File: config.mk
export PLATFORM = sky130hd
export DESIGN_NAME = bpa_word_unit
export DESIGN_NICKNAME = d
export VERILOG_FILES = /design/src/sv/bpa_word_unit.sv
export SDC_FILE = /design/constraint.sdc
export NUM_CORES = 1
export LEC_CHECK = 0
export ABC_AREA = 1
export ABC_CLOCK_PERIOD_IN_PS = 25900
export BUFFER_PORTS_ARGS = -buffer_cell sky130_fd_sc_hd__buf_4
export CAP_MARGIN = 10
export CORE_UTILIZATION = 55
export DETAILED_ROUTE_END_ITERATION = 8
export PLACE_DENSITY_LB_ADDON = 0.15
export SLEW_MARGIN = 40
export SYNTH_ARGS = -nofsm -noshare
export SYNTH_HDL_FRONTEND = slang
export SYNTH_SLANG_ARGS = --single-unit
export TNS_END_PERCENT = 5
File: constraint.sdc
create_clock -name vclk -period 25.9
set_clock_uncertainty 0.1 [all_clocks]
set_input_delay 6.475 -clock vclk [all_inputs]
set_output_delay 6.475 -clock vclk [all_outputs]
set_load 0.01 [all_outputs]
File: src/sv/bpa_word_unit.sv
// Page-range mask of one bitmap word and the count of set bits under it.
module bpa_word_unit #(
	parameter int WB  = 64,
	parameter int PGW = 18,
	parameter int CW  = 7
) (
	input  logic [PGW-1:0] base,
	input  logic [PGW-1:0] lo,
	input  logic [PGW-1:0] hi,
	input  logic [WB-1:0]  data,
	output logic [WB-1:0]  mask,
	output logic [CW-1:0]  hits
);

	logic [PGW-1:0] lo_d;
	logic [PGW-1:0] hi_d;
	logic [CW-1:0]  lo_off;
	logic [CW-1:0]  hi_off;
	logic [WB-1:0]  ones;

	assign ones = {WB{1'b1}};
	assign lo_d = lo - base;
	assign hi_d = hi - base;

	always_comb begin
		if (lo <= base) begin
			lo_off = '0;
		end else if (lo_d >= PGW'(WB)) begin
			lo_off = CW'(WB);
		end else begin
			lo_off = lo_d[CW-1:0];
		end
		if (hi <= base) begin
			hi_off = '0;
		end else if (hi_d >= PGW'(WB)) begin
			hi_off = CW'(WB);
		end else begin
			hi_off = hi_d[CW-1:0];
		end
	end

	assign mask = (ones << lo_off) & ~(ones << hi_off);
	assign hits = CW'($countones(data & mask));

endmodule

# Word-level counts from Yosys, hierarchy flattened
# Index checks and enable logic that the tools add are counted.
# word_totals
wordCells	78
output_inout_bits	71
in_bits	118
regBits	0
# op_classes
addsub	65
shifts	2
magnitude_cmp	4
bitwise	3
mux	4
# op_table
operator	count
$and A64 B64 Y64	2
$shl A64 B7 Y64 const A	2
$add A1 B1 Y2	32
$not A64 Y64	1
$add A2 B2 Y3	16
$ge A18 B7 Y1 const B	2
$le A18 B18 Y1	2
$sub A18 B18 Y18	2
$add A3 B3 Y4	8
$mux W7	4
$add A4 B4 Y5	4
$add A5 B5 Y6	2
$add A6 B6 Y7	1

# Depth between registers and ports, before layout
# logic_depth
ltp_word	14
mapped_depth	47

# Worst setup path after synthesis
# No wires, ideal clock.
# synth_path
path_kind	input to output
start	in hi[0]
end	out hits[6]
slack_ns	5.163
arrival_time_ns	14.162
stages	39
cell_sequence	inv_1 > ha_1 > fa_1 > inv_1 > nand2_1 > nand2_1 > nand3_1 > nand2_1 > nand2_1 > nand2_1 > nand2_1 > nand2_1 > nand2_2 > nor2_2 > inv_2 > nand2_2 > buf_6 > inv_4 > [3 not listed] > fa_1 > inv_1 > fa_1 > fa_1 > fa_1 > fa_1 > fa_1 > inv_1 > fa_1 > inv_1 > fa_1 > ha_1 > fa_1 > a21oi_1 > nor2_1 > nor2_1 > o21ai_0 > a21o_1
# synth_via
elab_chain_cells	14
# synth_lines
element	line	text
start: declaration	9	input logic [PGW-1:0] hi,
$sub A18 B18 Y18	23	assign hi_d = hi - base;
$ge A18 B7 Y1	35	end else if (hi_d >= PGW'(WB)) begin
$mux W7	35	
$mux W7 (*)	33	if (hi <= base) begin
$shl A64 B7 Y64 (*)	42	assign mask = (ones << lo_off) & ~(ones << hi_off);
$not A64 Y64 (*)	42	
$and A64 B64 Y64 (*)	42	
via mask[29]	11	output logic [WB-1:0] mask,
$and A64 B64 Y64 (*)	43	assign hits = CW'($countones(data & mask));
$add A1 B1 Y2 (implied by the code) (*)	43	
$add A2 B2 Y3 (implied by the code) (*)	43	
$add A3 B3 Y4 (implied by the code) (*)	43	
$add A4 B4 Y5 (implied by the code) (*)	43	
$add A5 B5 Y6 (implied by the code) (*)	43	
$add A6 B6 Y7 (implied by the code) (*)	43	
end: declaration	12	output logic [CW-1:0] hits
# Mark *: on every way through the listed nets, which the timed path passes. The rest lies on a longest branch.

# Worst setup path in the final report
# layout_path
start	in base[0]
end	out hits[6]
# layout_via
elab_chain_cells	14
# layout_lines
element	line	text
start: declaration	7	input logic [PGW-1:0] base,
$sub A18 B18 Y18	23	
$ge A18 B7 Y1	35	
$mux W7	35	
$mux W7	33	
$shl A64 B7 Y64	42	
$not A64 Y64	42	
$and A64 B64 Y64 (*)	42	
$and A64 B64 Y64 (*)	43	
$add A1 B1 Y2 (implied by the code)	43	
$add A2 B2 Y3 (implied by the code)	43	
$add A3 B3 Y4 (implied by the code)	43	
$add A4 B4 Y5 (implied by the code)	43	
$add A5 B5 Y6 (implied by the code)	43	
$add A6 B6 Y7 (implied by the code) (*)	43	
# Every way passes the cells marked *; elsewhere a longest branch is shown, timed or not.

==> results.ini <==
[detailed_routing]
vias_per_cell = 5.57
met3_length_mm = 3.08
drc = 0
dr.max_layer_used = met4
wl_met2_mm = 10.7
drt-pass1-iter-count = 5
ant_nets = 0
drtIter0Drc = 824
routed_wl_mm = 24.4
avgRoutedWirePerCell_um = 17.1
vias = 7932
wl_met1_mm = 10.1

[layout]
ff_latch_area_um2 = 0
final_cells = 1423
clkbuf_count = 0
antennaDiodeCount = 0
syn_to_final_growth_pct = 23.8
fillers = 996
final_net_count = 1510
n_sequential_cell = 0
multiInputGateArea_um2 = 5280
layout-drive-gt1-share_pct = 22.1
layout_common_cells = 314 x nand2_1, 242 x inv_1, 189 x buf_4
layout.cells.most_common = nand2_1

[sta]
tns_ps = 0
finalHoldViolations = 0
timing.fmax_mhz = 45.1
setup_violations = 0
final.period_utilization_pct = 85.7
worst_pin_slew_ps = 758
relSlewSlack_pct = 49.1
maxSlewViolCount = 0
period_needed_ps = 22180
rsz0062_at_grt = no

[run_status]
outcome = completed

[placement]
placed_cells = 1423
dp_hpwl_mm = 21.4
place_congestion = 1.05
portBuffers = 189

[synth]
synth_top_area_share_pct = 18.5
synthTopCellsByArea = nand2_1 19%, fa_1 18%, inv_1 14%
ys_types = 41
synthesis.nets = 1328
synth_area_per_cell_um2 = 5.77
yosys.area.top_type = nand2_1
syn_inst = 1103
syn_area_um2 = 6360
synth-seq-area-share_pct = 0
yosys_warnings = 0

[power_and_ir_drop]
ir_worst_vdd_uv = 639
power_leakage_nw = 5.09
powerDensity_nw_per_um2 = 94.6

[die]
start_util_pct = 57.5
dieHeight_um = 110
num_rows = 38
coreArea_um2 = 11100
io_pins = 189
die_area_um2 = 12000
fp.dieW_um = 110

[clock_tree]
cts_resized = 0
cts_hold_buf = 0
post-cts-setup-buffers = 0

[worst_setup_path]
path_common_cell = fa_1
critPathArrivalTime_ps = 15610
path_class = in2out
critPathLaunchType = primary input
crit_slowest_cell = fa_1
worstSetupEndpointType = output port
crit_required_ps = 19320
cp_max_fo = 14
cp_slowest_stage_delay_ps = 660

[global_route]
grt.overflow.total = 0
antenna_found_initial = 0
grt_max_degree = 21
grt_pass1_wl_mm = 37.2
grt_pass1_vias = 7338
gr-usage-all-layers_pct = 41.0

[min_path]
hold_path_class = in2out

[run]
max_cap_viol_count = 0

## critical path: cells and delay by family
kind,cells,cell delay [ps]
simple gates,16,1690
compound gates,5,970
buf+inv,7,970
fa+ha+maj,12,5460
## per-stage QoR
| stage | power [mW] | worst slack [ps] | cell area (um2) | utilization [%] | hold slack, ps |
|---|---|---|---|---|---|
| 2_1_floorplan | 0.487 | 5160 | 6360 | - | 13150 |
| 3_3_place_gp | 0.716 | 4050 | 7880 | 71.1 | 13330 |
| 3_5_place_dp | 0.745 | 3880 | 7880 | 71.1 | 13330 |
| 4_1_cts | 0.750 | 3850 | 7880 | 71.1 | 13340 |
| 5_1_grt | 0.851 | 3280 | 7880 | 71.1 | 13370 |
| 6_report | 0.745 | 3720 | 7880 | 71.1 | 13330 |
## worst paths after layout
path,start,endpoint,cells after the start
worst max-delay path,base[0],hits[6],40
worst min-delay path,data[2],hits[0],4
## metal layers
| metal | up-vias | GRT usage, % |
|---|---|---|
| met3 | 47 | 9.01 |
| met4 | 0 | 7.71 |
| met5 | - | 0 |
| met2 | 537 | 65.9 |
| li1 | 3733 | - |
| met1 | 3615 | 56.5 |
## final cells by class
| class | instances | area share [%] |
|---|---|---|
| multi-input combinational | 828 | 67.0 |
| tap | 140 | 2.22 |
| timing repair buffer | 189 | 18.0 |
| inverter | 266 | 12.7 |
## cell usage after synthesis (2+ instances only)
cell type / count
buf_2: 3
nand2_1: 314
o211ai_1: 4
o21ai_0: 16
nand2_2: 19
ha_1: 51
nand3_1: 87
nor3_1: 19
a21oi_1: 37
and3_1: 7
inv_2: 22
o21ai_1: 11
inv_4: 2
and2_1: 8
o21ai_2: 3
nor3_2: 3
nor2_1: 99
nand2_4: 5
nor2_4: 9
nor2_2: 14
o21bai_1: 2
nand3_2: 2
fa_1: 56
buf_6: 5
nor3b_2: 3
a21oi_2: 7
nor3b_1: 3
nor2_8: 3
nand3b_1: 10
nand4_1: 16
xnor2_1: 5
xor2_1: 8
inv_1: 242
## power breakdown
group	internal, mW	switching (mW)
logic	0.329	0.416
registers	0	0
clock network	0	0
## cells by family after synthesis
logic type / count (synthesis) / share of synthesized area [%]
compound gates: 83 / 7.59
xor+xnor: 13 / 1.79
fa+ha+maj: 107 / 27.6
buf+inv: 275 / 17.0
simple gates: 625 / 46.0
No activity file was read; power rests on OpenSTA's default activity.
